`config.mk`:
```
export PLATFORM = sky130hd
export DESIGN_NAME = joystick_event_decoder_top
export DESIGN_NICKNAME = d
export VERILOG_FILES = /design/src/jed_pkg.sv /design/src/jed_step.sv /design/src/joystick_event_decoder_top.sv
export SDC_FILE = /design/constraint.sdc
export NUM_CORES = 1
export LEC_CHECK = 0
export ABC_CLOCK_PERIOD_IN_PS = 4300
export BUFFER_PORTS_ARGS = -buffer_cell sky130_fd_sc_hd__buf_4
export CORE_UTILIZATION = 35
export DETAILED_ROUTE_END_ITERATION = 6
export HOLD_SLACK_MARGIN = 0.03
export REMOVE_ABC_BUFFERS = 1
export SYNTH_ARGS = -nofsm -noshare
export SYNTH_HDL_FRONTEND = slang
export SYNTH_SLANG_ARGS = --single-unit
```
`constraint.sdc`:
```
create_clock -name clk -period 4.3 [get_ports clk]
set_input_delay 0.43 -clock clk [delete_from_list [all_inputs] [get_ports clk]]
set_output_delay 0.43 -clock clk [all_outputs]
set_load 0.1 [all_outputs]
```
`src/jed_pkg.sv`:
```
// Shared types, codes and reset values for the joystick event decoder.
package jed_pkg;

  // Event codes carried on the action field.
  typedef enum logic [2:0] {
    ACT_NONE  = 3'd0,
    ACT_CLICK = 3'd1,
    ACT_LONG  = 3'd2,
    ACT_RIGHT = 3'd3,
    ACT_LEFT  = 3'd4,
    ACT_UP    = 3'd5,
    ACT_DOWN  = 3'd6
  } jed_action_t;

  // Configuration register indexes.
  localparam int unsigned CfgIdxW = 2;
  localparam logic [CfgIdxW-1:0] REG_READ_INTERVAL = 2'd0;
  localparam logic [CfgIdxW-1:0] REG_LONG_PRESS    = 2'd1;
  localparam logic [CfgIdxW-1:0] REG_HIGH_THRESH   = 2'd2;
  localparam logic [CfgIdxW-1:0] REG_LOW_THRESH    = 2'd3;

  localparam int unsigned TimeW   = 16;
  localparam int unsigned SampleW = 12;
  localparam int unsigned CfgDataW = 16;

  // Reset values of the configuration registers.
  localparam logic [TimeW-1:0]   READ_INTERVAL_RST = 16'd50;
  localparam logic [TimeW-1:0]   LONG_PRESS_RST    = 16'd1000;
  localparam logic [SampleW-1:0] HIGH_THRESH_RST   = 12'd3500;
  localparam logic [SampleW-1:0] LOW_THRESH_RST    = 12'd500;

  // Configuration as seen by the decode logic.
  typedef struct packed {
    logic [TimeW-1:0]   read_interval_ms;
    logic [TimeW-1:0]   long_press_ms;
    logic [SampleW-1:0] high_threshold;
    logic [SampleW-1:0] low_threshold;
  } jed_cfg_t;

  // Decoder state carried from one tick to the next.
  typedef struct packed {
    logic [TimeW-1:0] since_read;
    logic [TimeW-1:0] hold_elapsed;
    logic             button_held;
    logic             direction_latched;
  } jed_state_t;

endpackage

```
`src/jed_step.sv`:
```
// Next-state and event logic for one millisecond tick of the decoder.
module jed_step
  import jed_pkg::*;
(
  input  jed_cfg_t          cfg,
  input  jed_state_t        state,
  input  logic              button_level,
  input  logic [SampleW-1:0] x_sample,
  input  logic [SampleW-1:0] y_sample,
  output jed_state_t        state_next,
  output jed_action_t       action,
  output logic              read_done
);

  logic [TimeW-1:0] since_inc;
  logic [TimeW-1:0] hold_inc;
  logic             do_read;
  logic             pressed;
  logic [TimeW-1:0] hold_press;
  logic             held_mid;
  jed_action_t      btn_action;
  logic             y_high, y_low, x_high, x_low, centred;

  // Saturating millisecond counters.
  assign since_inc = (&state.since_read) ? state.since_read : state.since_read + 1'b1;
  assign hold_inc  = (&state.hold_elapsed) ? state.hold_elapsed : state.hold_elapsed + 1'b1;

  assign do_read = since_inc > cfg.read_interval_ms;
  assign pressed = ~button_level;

  // A new press restarts the hold timer.
  assign hold_press = state.button_held ? hold_inc : '0;

  // Button handling: long click on a long hold, click on release.
  always_comb begin
    btn_action = ACT_NONE;
    held_mid   = state.button_held;
    if (pressed) begin
      if (hold_press > cfg.long_press_ms) begin
        btn_action = ACT_LONG;
        held_mid   = 1'b0;
      end else begin
        held_mid = 1'b1;
      end
    end else begin
      if (state.button_held) begin
        btn_action = ACT_CLICK;
      end
      held_mid = 1'b0;
    end
  end

  // Axis compares against the band.
  assign y_high  = y_sample > cfg.high_threshold;
  assign y_low   = y_sample < cfg.low_threshold;
  assign x_high  = x_sample > cfg.high_threshold;
  assign x_low   = x_sample < cfg.low_threshold;
  assign centred = (x_sample < cfg.high_threshold) && (x_sample > cfg.low_threshold) &&
                   (y_sample < cfg.high_threshold) && (y_sample > cfg.low_threshold);

  // Combine button and direction decisions; a direction event wins.
  always_comb begin
    state_next.since_read        = since_inc;
    state_next.hold_elapsed      = hold_inc;
    state_next.button_held       = state.button_held;
    state_next.direction_latched = state.direction_latched;
    action                       = ACT_NONE;
    read_done                    = 1'b0;
    if (do_read) begin
      read_done              = 1'b1;
      state_next.since_read  = '0;
      state_next.button_held = held_mid;
      action                 = btn_action;
      if (pressed) begin
        state_next.hold_elapsed = hold_press;
      end
      if (!held_mid) begin
        if (!state.direction_latched && y_high) begin
          state_next.direction_latched = 1'b1;
          action                       = ACT_RIGHT;
        end else if (!state.direction_latched && y_low) begin
          state_next.direction_latched = 1'b1;
          action                       = ACT_LEFT;
        end else if (!state.direction_latched && x_high) begin
          state_next.direction_latched = 1'b1;
          action                       = ACT_UP;
        end else if (!state.direction_latched && x_low) begin
          state_next.direction_latched = 1'b1;
          action                       = ACT_DOWN;
        end else if (centred) begin
          state_next.direction_latched = 1'b0;
        end
      end
    end
  end

endmodule

```
`src/joystick_event_decoder_top.sv`:
```
// Top level of the joystick event decoder: input register, decode, result register.
//
// Each input transaction is one millisecond tick and yields exactly one result
// transaction carrying an action code and a read flag. A tick waits in the input
// register and then moves to the result register, where its result is offered; a
// stall on the result side holds it back. The block takes a new tick in every
// cycle while the result side is not stalled. The decoder state is updated as a tick
// moves from the input register to the result register. Configuration writes
// take effect at once and are meant to be issued while no tick is in flight.
module joystick_event_decoder_top
  import jed_pkg::*;
(
  input  logic                clk,
  input  logic                rst,
  input  logic                in_valid,
  output logic                in_stall,
  input  logic                button_level,
  input  logic [SampleW-1:0]  x_sample,
  input  logic [SampleW-1:0]  y_sample,
  output logic                out_valid,
  input  logic                out_stall,
  output logic [2:0]          action,
  output logic                read_done,
  input  logic                cfg_we,
  input  logic [CfgIdxW-1:0]  cfg_index,
  input  logic [CfgDataW-1:0] cfg_data
);

  jed_cfg_t     cfg;
  jed_state_t   state;
  jed_state_t   state_next;
  logic         in_q_valid;
  logic         in_q_button;
  logic [SampleW-1:0] in_q_x;
  logic [SampleW-1:0] in_q_y;
  logic         advance;
  jed_action_t  step_action;
  logic         step_read;

  // Configuration registers.
  always_ff @(posedge clk) begin
    if (rst) begin
      cfg.read_interval_ms <= READ_INTERVAL_RST;
      cfg.long_press_ms    <= LONG_PRESS_RST;
      cfg.high_threshold   <= HIGH_THRESH_RST;
      cfg.low_threshold    <= LOW_THRESH_RST;
    end else if (cfg_we) begin
      case (cfg_index)
        REG_READ_INTERVAL: cfg.read_interval_ms <= cfg_data;
        REG_LONG_PRESS:    cfg.long_press_ms    <= cfg_data;
        REG_HIGH_THRESH:   cfg.high_threshold   <= cfg_data[SampleW-1:0];
        REG_LOW_THRESH:    cfg.low_threshold    <= cfg_data[SampleW-1:0];
        default: ;
      endcase
    end
  end

  // The input register moves on when the result register is free or being emptied.
  assign advance  = in_q_valid && (!out_valid || !out_stall);
  assign in_stall = in_q_valid && !advance;

  // Input register.
  always_ff @(posedge clk) begin
    if (rst) begin
      in_q_valid <= 1'b0;
    end else if (!in_stall) begin
      in_q_valid <= in_valid;
    end
  end

  always_ff @(posedge clk) begin
    if (!in_stall && in_valid) begin
      in_q_button <= button_level;
      in_q_x      <= x_sample;
      in_q_y      <= y_sample;
    end
  end

  // Decode of the registered tick.
  jed_step u_step (
    .cfg          (cfg),
    .state        (state),
    .button_level (in_q_button),
    .x_sample     (in_q_x),
    .y_sample     (in_q_y),
    .state_next   (state_next),
    .action       (step_action),
    .read_done    (step_read)
  );

  // Decoder state, updated once per tick.
  always_ff @(posedge clk) begin
    if (rst) begin
      state <= '0;
    end else if (advance) begin
      state <= state_next;
    end
  end

  // Result register.
  always_ff @(posedge clk) begin
    if (rst) begin
      out_valid <= 1'b0;
    end else if (!out_valid || !out_stall) begin
      out_valid <= in_q_valid;
    end
  end

  always_ff @(posedge clk) begin
    if (advance) begin
      action    <= step_action;
      read_done <= step_read;
    end
  end

  // An event is only ever reported by a tick that performed a read.
  assert property (@(posedge clk) disable iff (rst)
    out_valid && (action != ACT_NONE) |-> read_done)
    else $error("event reported without a read");

  // A tick that reads leaves the interval counter cleared.
  assert property (@(posedge clk) disable iff (rst)
    advance && step_read |=> (state.since_read == '0))
    else $error("interval counter not cleared after a read");

  // The input side only stalls while a tick waits in the input register.
  assert property (@(posedge clk) disable iff (rst)
    in_stall |-> in_q_valid && out_valid && out_stall)
    else $error("input stalled without a reason");

endmodule

```
==> flow_metrics.py, run 1 <==
metrics = {
    "synth": {
        "yosysWarnings": 0,
        "yosys.cell_types.count": 58,
        "syn_area_um2": 7043,
        "synthCells": 836,
        "ys_seq_elements": 121,
        "syn_avg_cell_area_um2": 8.425,
        "async_flop_share_pct": 0,
        "seq_area_frac_synth_pct": 38.51,
        "synth_edf_count": 29,
        "synth_top_flop_cell": "dfxtp_1",
        "yosys.area.top_type": "dfxtp_1",
        "synth.area.top_cells": "dfxtp_1, ha_1, edfxtp_1, nand2_1, a21oi_1",
        "yosysTopAreaCellShare_pct": 26.15,
    },
    "worst_setup_path": {
        "r2r-end": "state[22]",
        "cp_max_fo": 19,
        "slowest_stage": "or3_1",
        "worstReg2RegStart": "state[18]",
        "worstSetupStartpoint": "state[18]",
        "path_class": "register to register",
        "cp-start-kind": "register",
        "slowest_delay_ps": 460,
        "cp-endpoint": "state[22]",
        "end_kind": "register",
        "r2r_cells": 16,
        "crit_path_frequent_cell": "ha_1",
        "rrSetupSlack_ps": 300,
        "crit_path_cell_trace": "ha_1 -> nand3_1 -> nor3_4 -> nor2b_4 -> or3_1 -> o21ai_1 -> nand2_1 -> ha_1 -> nand4_1 -> nor4_1 -> a21boi_1 -> o31a_1 -> buf_4 -> o21ai_0 -> a22oi_1 -> nor2_1",
        "arrival_ps": 4280,
        "worstPathRequired_ps": 4580,
    },
    "power": {
        "p_sw_mw": 0.7426,
        "ir_worst_vdd_mv": 0.2701,
        "p_sw_share_pct": 25.60,
        "power_frac_seq_pct": 42.4,
        "pwr-share-clk_pct": 47.5,
        "combPwrFrac_pct": 10.1,
        "p_int_mw": 2.158,
        "power.leakage_nw": 3.388,
        "powerDensity_nw_per_um2": 350.9,
    },
    "placement": {
        "place_congestion": 0.8435,
        "place_inst": 1125,
        "placed_area_um2": 7686,
        "io_buffers": 53,
        "dp_hpwl_um": 12700,
        "place_ws_ps": 359.3,
    },
    "floorplanning": {
        "die_y_um": 143.9,
        "coreArea_um2": 19590,
        "rows": 51,
        "dieArea_um2": 20690,
        "ios": 54,
        "die_w_um": 143.9,
        "start_util_pct": 35.95,
    },
    "detailed_routing": {
        "drt_iter0_drc": 306,
        "first_pass_iters": 5,
        "ant_nets": 0,
        "via_per_inst": 5.166,
        "drc": 0,
        "wl_met1_um": 8455,
        "top_layer_used": "met4",
        "met2_length_um": 8195,
        "drt-wirelength-per-cell_um": 15.22,
        "via_count": 5982,
        "route.met3.wl_um": 660,
        "wl_um": 17620,
    },
    "layout": {
        "finish.instance_area_um2": 8265,
        "instances_no_fill": 1158,
        "layout-drive-gt1-share_pct": 11.31,
        "area_growth_pct": 17.36,
        "nFillCells": 2011,
        "insertedDiodeCount": 0,
        "nets": 1010,
    },
    "sta": {
        "post-route-min-period_ps": 4003,
        "setup_violations": 0,
        "slew_viol_final": 0,
        "fin_tns_setup_ps": 0,
        "hold_violations": 0,
        "tightest_slew_ps": 959.4,
        "setup_ws_ps": 296.7,
        "max_slew_margin_pct": 36.04,
        "rsz0062_at_grt": "false",
        "fin_crit_sh_pct": 93.10,
        "timing.fmax_mhz": 249.8,
        "whs_ps": 176.2,
        "fin_skew_ps": 12.76,
    },
    "worst_hold_path": {
        "min_path_type": "input port to register",
        "hold_path_depth": 1,
    },
    "cts": {
        "cts_tree": "built",
        "clock_sinks": 121,
        "cts-htree-levels": 4,
        "clkLatencyLatePin_ps": 430,
        "hold_buffers": 0,
        "clk_pin_slew_ps": 60,
        "cts_inserted_buffers": 17,
        "cts_root_buffer": "clkbuf_16",
        "clock_path_buffers": 2,
    },
    "grt": {
        "grt_start_max_net_pins": 91,
        "antenna_found_initial": 0,
        "overflow": 0,
        "grt_pass1_vias": 5693,
        "grt_pass1_wl_um": 29120,
        "gr-usage-all-layers_pct": 18.36,
    },
    "outcome": {
        "status": "complete, no violations",
    },
    "job": {
        "drv_cap": 0,
    },
}
==> what timing repair did <==
| item | 4_1_cts | 5_1_grt |
|---|---|---|
| gates resized for setup | 0 | 2 |
| buffers inserted | 0 | 1 |
| endpoints found under the setup margin | 0 | 6 |
| endpoints found under the hold margin | 0 | 0 |
==> state kept, by name, summed over array words and instances, names as in the netlist <==
register and cells:
action 3, cfg 56, in_q_button 1, in_q_valid 1
in_q_x 12, in_q_y 12, out_valid 1, read_done 1
state 34
==> Yosys cell counts (6+ instances only) <==
cell and number:
a31oi_1 6, o21ai_0 13, or3_1 7, inv_1 60
nor2_1 61, nand2_1 131, a211o_1 16, nor3_1 18
a21oi_1 90, xnor2_1 12, clkbuf_1 29, o211ai_1 6
ha_1 82, a21o_1 7, edfxtp_1 29, nand3b_1 16
nor3b_1 6, and3_1 14, or4_1 7, dfxtp_1 92
nand3_1 38, xor2_1 10, nand4_1 23
==> per-layer routing <==
| metal | track usage, % | vias up |
|---|---|---|
| met5 | 0 | - |
| met4 | 7.055 | 0 |
| met3 | 3.266 | 24 |
| met2 | 29.82 | 124 |
| met1 | 24.08 | 2776 |
| li1 | - | 3058 |
==> kinds of logic after synthesis <==
| family | synth area share, % |
|---|---|
| buffers and inverters | 5.063 |
| adders and majority gates | 14.57 |
| muxes | 0.6218 |
| and+or+nand+nor | 23.86 |
| xor gates and xnor gates | 2.736 |
| DFF | 38.51 |
| AOI/OAI and AO/OA | 14.64 |
==> layout make-up <==
cell class | count | area (um^2) | share of cell area [%]
Sequential cell | 121 | 2713 | 32.82
Clock inverter | 11 | 95.09 | 1.150
Multi-Input combinational cell | 621 | 3988 | 48.24
Inverter | 60 | 225.2 | 2.725
Timing Repair Buffer | 59 | 442.9 | 5.359
Clock buffer | 21 | 470.5 | 5.692
Tap cell | 265 | 331.6 | 4.012
==> power by group through the flow <==
stage	Combinational, mW	Sequential (mW)	Clock [mW]
floorplan	0.160	1.26	0
global placement	0.286	1.25	0
global route	0.329	1.23	1.45
detailed placement	0.290	1.25	0
finish	0.292	1.23	1.38
CTS	0.293	1.23	1.40
==> worst min-delay path by stage <==
| stage | from | to | slack (ps) |
|---|---|---|---|
| after floorplan | cfg[10] | cfg[10] | 430 |
| after global placement | cfg[42] | cfg[42] | 440 |
| after detailed placement | cfg[16] | cfg[16] | 450 |
| after CTS | y_sample[0] | in_q_y[0] | 170 |
| after global routing | y_sample[3] | in_q_y[3] | 160 |
| final | x_sample[4] | in_q_x[4] | 180 |
==> metrics by stage <==
step / power [mW] / utilization [%]
after global placement: 1.540 / 39.23
after CTS: 2.924 / 42.12
final: 2.900 / 42.19
after floorplan: 1.421 / -
after detailed placement: 1.545 / 39.23
after global routing: 3.018 / 42.19
==> worst max-delay path: cells and delay by family, from the launching register on <==
family	cells	cell delay, ps
AND/OR/NAND/NOR	8	1530
AO/OA/AOI/OAI	5	1130
adder cells (fa/ha/maj)	2	530
flip-flops	1	360
buffers and inverters	1	280
==> cells in the final DEF (no fill, tap or decap), types with 5 or more instances in the layout <==
| cell type | count |
|---|---|
| nand2_1 | 131 |
| dfxtp_1 | 92 |
| a21oi_1 | 90 |
| ha_1 | 82 |
| nor2_1 | 61 |
| inv_1 | 60 |
| buf_4 | 59 |
| nand3_1 | 38 |
| edfxtp_1 | 29 |
| nand4_1 | 23 |
| nor3_1 | 18 |
| clkbuf_16 | 17 |
| nand3b_1 | 16 |
| a211o_1 | 16 |
| and3_1 | 14 |
| xnor2_1 | 12 |
| o21ai_0 | 12 |
| xor2_1 | 10 |
| or3_1 | 7 |
| a21o_1 | 7 |
| or4_1 | 7 |
| o211ai_1 | 6 |
| a31oi_1 | 6 |
| nand2b_1 | 5 |
| nor3b_1 | 5 |
Power figures use the tool's default switching activity.
==> run 2: changes to the inputs <==
CORE_ASPECT_RATIO = 1.1   (was unset)
SYNTH_HIERARCHICAL = 1   (was unset)
==> run 2 against run 1 <==
Flip-flop and latch count did not move. Maximum frequency rose by 0.54%. Final cell count rose by 2.2%. Sequential share of layout area fell by 2.5 points. Clock power rose by 7%. Power rose by 3.7%. Combinational power rose by 3%. Worst hold slack got worse by 1.4 ps. Via count fell by 3.5%. Synthesized area rose by 8.5%. Critical endpoint is now action[1].
==> flow_metrics.py, run 2 <==
metrics = {
    "grt": {
        "overflow": 0,
        "grt_start_max_net_pins": 118,
        "antenna_found_initial": 0,
        "grt_pass1_vias": 5596,
        "gr-usage-all-layers_pct": 16.63,
        "grt_pass1_wl_um": 28590,
    },
    "cts": {
        "cts_tree": "built",
        "cts_inserted_buffers": 17,
        "clock_sinks": 121,
        "cts-htree-levels": 4,
        "clock_path_buffers": 2,
        "cts-resized-gates": 0,
        "clk_pin_slew_ps": 60,
        "cts_root_buffer": "clkbuf_16",
        "clkLatencyLatePin_ps": 430,
    },
    "detailed_routing": {
        "via_per_inst": 4.882,
        "ant_nets": 0,
        "drt-wirelength-per-cell_um": 14.73,
        "drt_iter0_drc": 297,
        "via_count": 5775,
        "wl_um": 17420,
        "drc": 0,
        "first_pass_iters": 5,
    },
    "floorplanning": {
        "start_util_pct": 35.75,
        "ios": 54,
        "rows": 56,
        "die_y_um": 157.0,
        "coreArea_um2": 21370,
        "die_w_um": 142.9,
        "dieArea_um2": 22420,
    },
    "layout": {
        "area_growth_pct": 16.98,
        "largest_reg_flops": 56,
        "finish.instance_area_um2": 8937,
        "reg_top3": "cfg: 56 flops, state: 34 flops",
        "regMostFlops": "cfg",
        "insertedDiodeCount": 0,
        "mostFrequentLayoutCell": "nand2b_1",
        "layout-drive-gt1-share_pct": 11.87,
        "nets": 1010,
        "final_util_pct": 41.82,
        "layout_common_cells": "nand2b_1, mux2i_1, dfxtp_1, nor2_1, ha_1",
    },
    "sta": {
        "rsz0062_at_grt": "false",
        "hold_violations": 0,
        "fin_crit_sh_pct": 92.60,
        "slew_viol_final": 0,
        "setup_violations": 0,
        "max_slew_margin_pct": 23.13,
        "fin_skew_ps": 13.80,
        "timing.fmax_mhz": 251.2,
        "tightest_slew_ps": 1150,
        "post-route-min-period_ps": 3982,
    },
    "worst_setup_path": {
        "worstReg2RegStart": "state[5]",
        "cp-start-kind": "register",
        "arrival_ps": 4160,
        "worstPathRequired_ps": 4480,
        "cp_max_fo": 8,
        "path_class": "register to register",
        "worstSetupStartpoint": "state[5]",
        "end_kind": "register",
    },
    "synth": {
        "syn_avg_cell_area_um2": 9.194,
        "synth_edf_count": 29,
        "seq_area_frac_synth_pct": 35.51,
        "yosys.cell_types.count": 54,
        "yosysWarnings": 6,
        "synth_top_flop_cell": "dfxtp_1",
        "synth.most_common_cell": "nand2b_1",
        "yosysTopAreaCellShare_pct": 24.11,
        "async_flop_share_pct": 0,
        "synthCells": 831,
        "yosys.area.top_type": "dfxtp_1",
        "syn_area_um2": 7640,
        "ys_seq_elements": 121,
        "synth_common_cells": "nand2b_1, mux2i_1, dfxtp_1, nor2_1, ha_1",
        "synth.area.top_cells": "dfxtp_1, ha_1, mux2i_1, edfxtp_1, nand2b_1",
    },
    "power": {
        "ir_worst_vdd_mv": 0.2444,
        "power.leakage_nw": 4.023,
        "powerDensity_nw_per_um2": 336.7,
    },
    "placement": {
        "dp_hpwl_um": 12740,
        "placed_area_um2": 8293,
        "io_buffers": 53,
        "place_congestion": 0.8153,
    },
    "job": {
        "drv_cap": 0,
    },
    "worst_hold_path": {
        "hp-start": "x_sample[2]",
        "min_path_type": "input port to register",
    },
    "outcome": {
        "status": "complete, no violations",
    },
}
-- run 2: cell types whose count changed after synthesis, moves of 9 or more --
cell | before | now
a21oi_1 | 90 | 34
xor2_1 | 10 | 19
nor3_1 | 18 | 5
inv_1 | 60 | 70
mux2i_1 | 1 | 96
nand3b_1 | 16 | 2
a211o_1 | 16 | 2
nand2_1 | 131 | 27
clkbuf_1 | 29 | 16
xnor2_1 | 12 | 3
nand2b_1 | 5 | 121
nand3_1 | 38 | 23
nor2_1 | 61 | 84
-- run 2: what timing repair did --
action | in CTS | in global routing
endpoints found under the setup margin | 0 | 35
hold endpoints to repair | 0 | 0
buffers inserted | 0 | 4
hold buffers | 0 | 0
-- run 2: per-stage QoR --
stage / TNS [ps] / cells / setup WS (ps) / total power [mW] / hold slack [ps]
2_1_floorplan: -32400 / 797 / -853.6 / 1.440 / 448.0
3_3_place_gp: 0 / 1147 / 313.9 / 1.549 / 459.6
3_5_place_dp: 0 / 1147 / 232.6 / 1.553 / 462.3
4_1_cts: 0 / 1179 / 228.6 / 3.041 / 157.8
5_1_grt: 0 / 1183 / 133.8 / 3.138 / 153.0
6_report: 0 / 1183 / 318.3 / 3.009 / 174.8
-- run 2: worst paths after layout --
| check | cells after the start | slack (ps) | end |
|---|---|---|---|
| min reg2reg | 2 | 470 | cfg[54] |
| max | 13 | 320 | action[1] |
| max reg2reg | 13 | 320 | action[1] |
| min | 1 | 170 | in_q_x[2] |
-- run 2: kinds of logic (layout without fill, tap and decap cells) --
family	after synthesis	in the layout	share of synthesized area, %
multiplexers	97	97	12.73
adder cells (fa/ha/maj)	82	82	13.43
buffers and inverters	104	166	5.716
XOR/XNOR	22	22	2.522
AO/OA/AOI/OAI	77	77	6.584
AND/OR/NAND/NOR	328	328	23.52
flip-flops	121	121	35.51
-- run 2: routing by layer --
metal	vias up	wire length (um)	global-route usage [%]
li1	2971	-	-
met1	2705	8646	21.80
met2	86	8078	26.94
met3	13	513	3.438
met4	0	184	5.940
met5	-	0	0
-- run 2: worst max-delay path: stages, from the launching register on --
cell,delay (ps)
dfxtp_1,420
and4_1,280
and4_1,370
nand3_1,170
nor2_1,160
nand4_1,130
mux2i_1,250
nor2_1,70
ha_1,300
and4_1,240
a2111oi_0,630
o21ai_0,290
nand3_1,250
o21ba_1,180
-- run 2: layout make-up --
class / instances / area [um^2]
repair buffers: 64 / 480.5
clock buffers: 20 / 489.2
multi-input cells: 606 / 4504
flip-flops and latches: 121 / 2713
well taps: 290 / 362.8
clock inverters: 12 / 125.1
inverters: 70 / 262.8
fillers: 2095 / 12430
-- run 2: power breakdown --
group | leakage [nW] | switching, mW | internal, mW | total [mW]
sequential | 1.03 | 0.0249 | 1.20 | 1.23
clock | 0.306 | 0.585 | 0.896 | 1.48
combinational | 2.69 | 0.164 | 0.136 | 0.300
total | 4.02 | 0.774 | 2.24 | 3.01
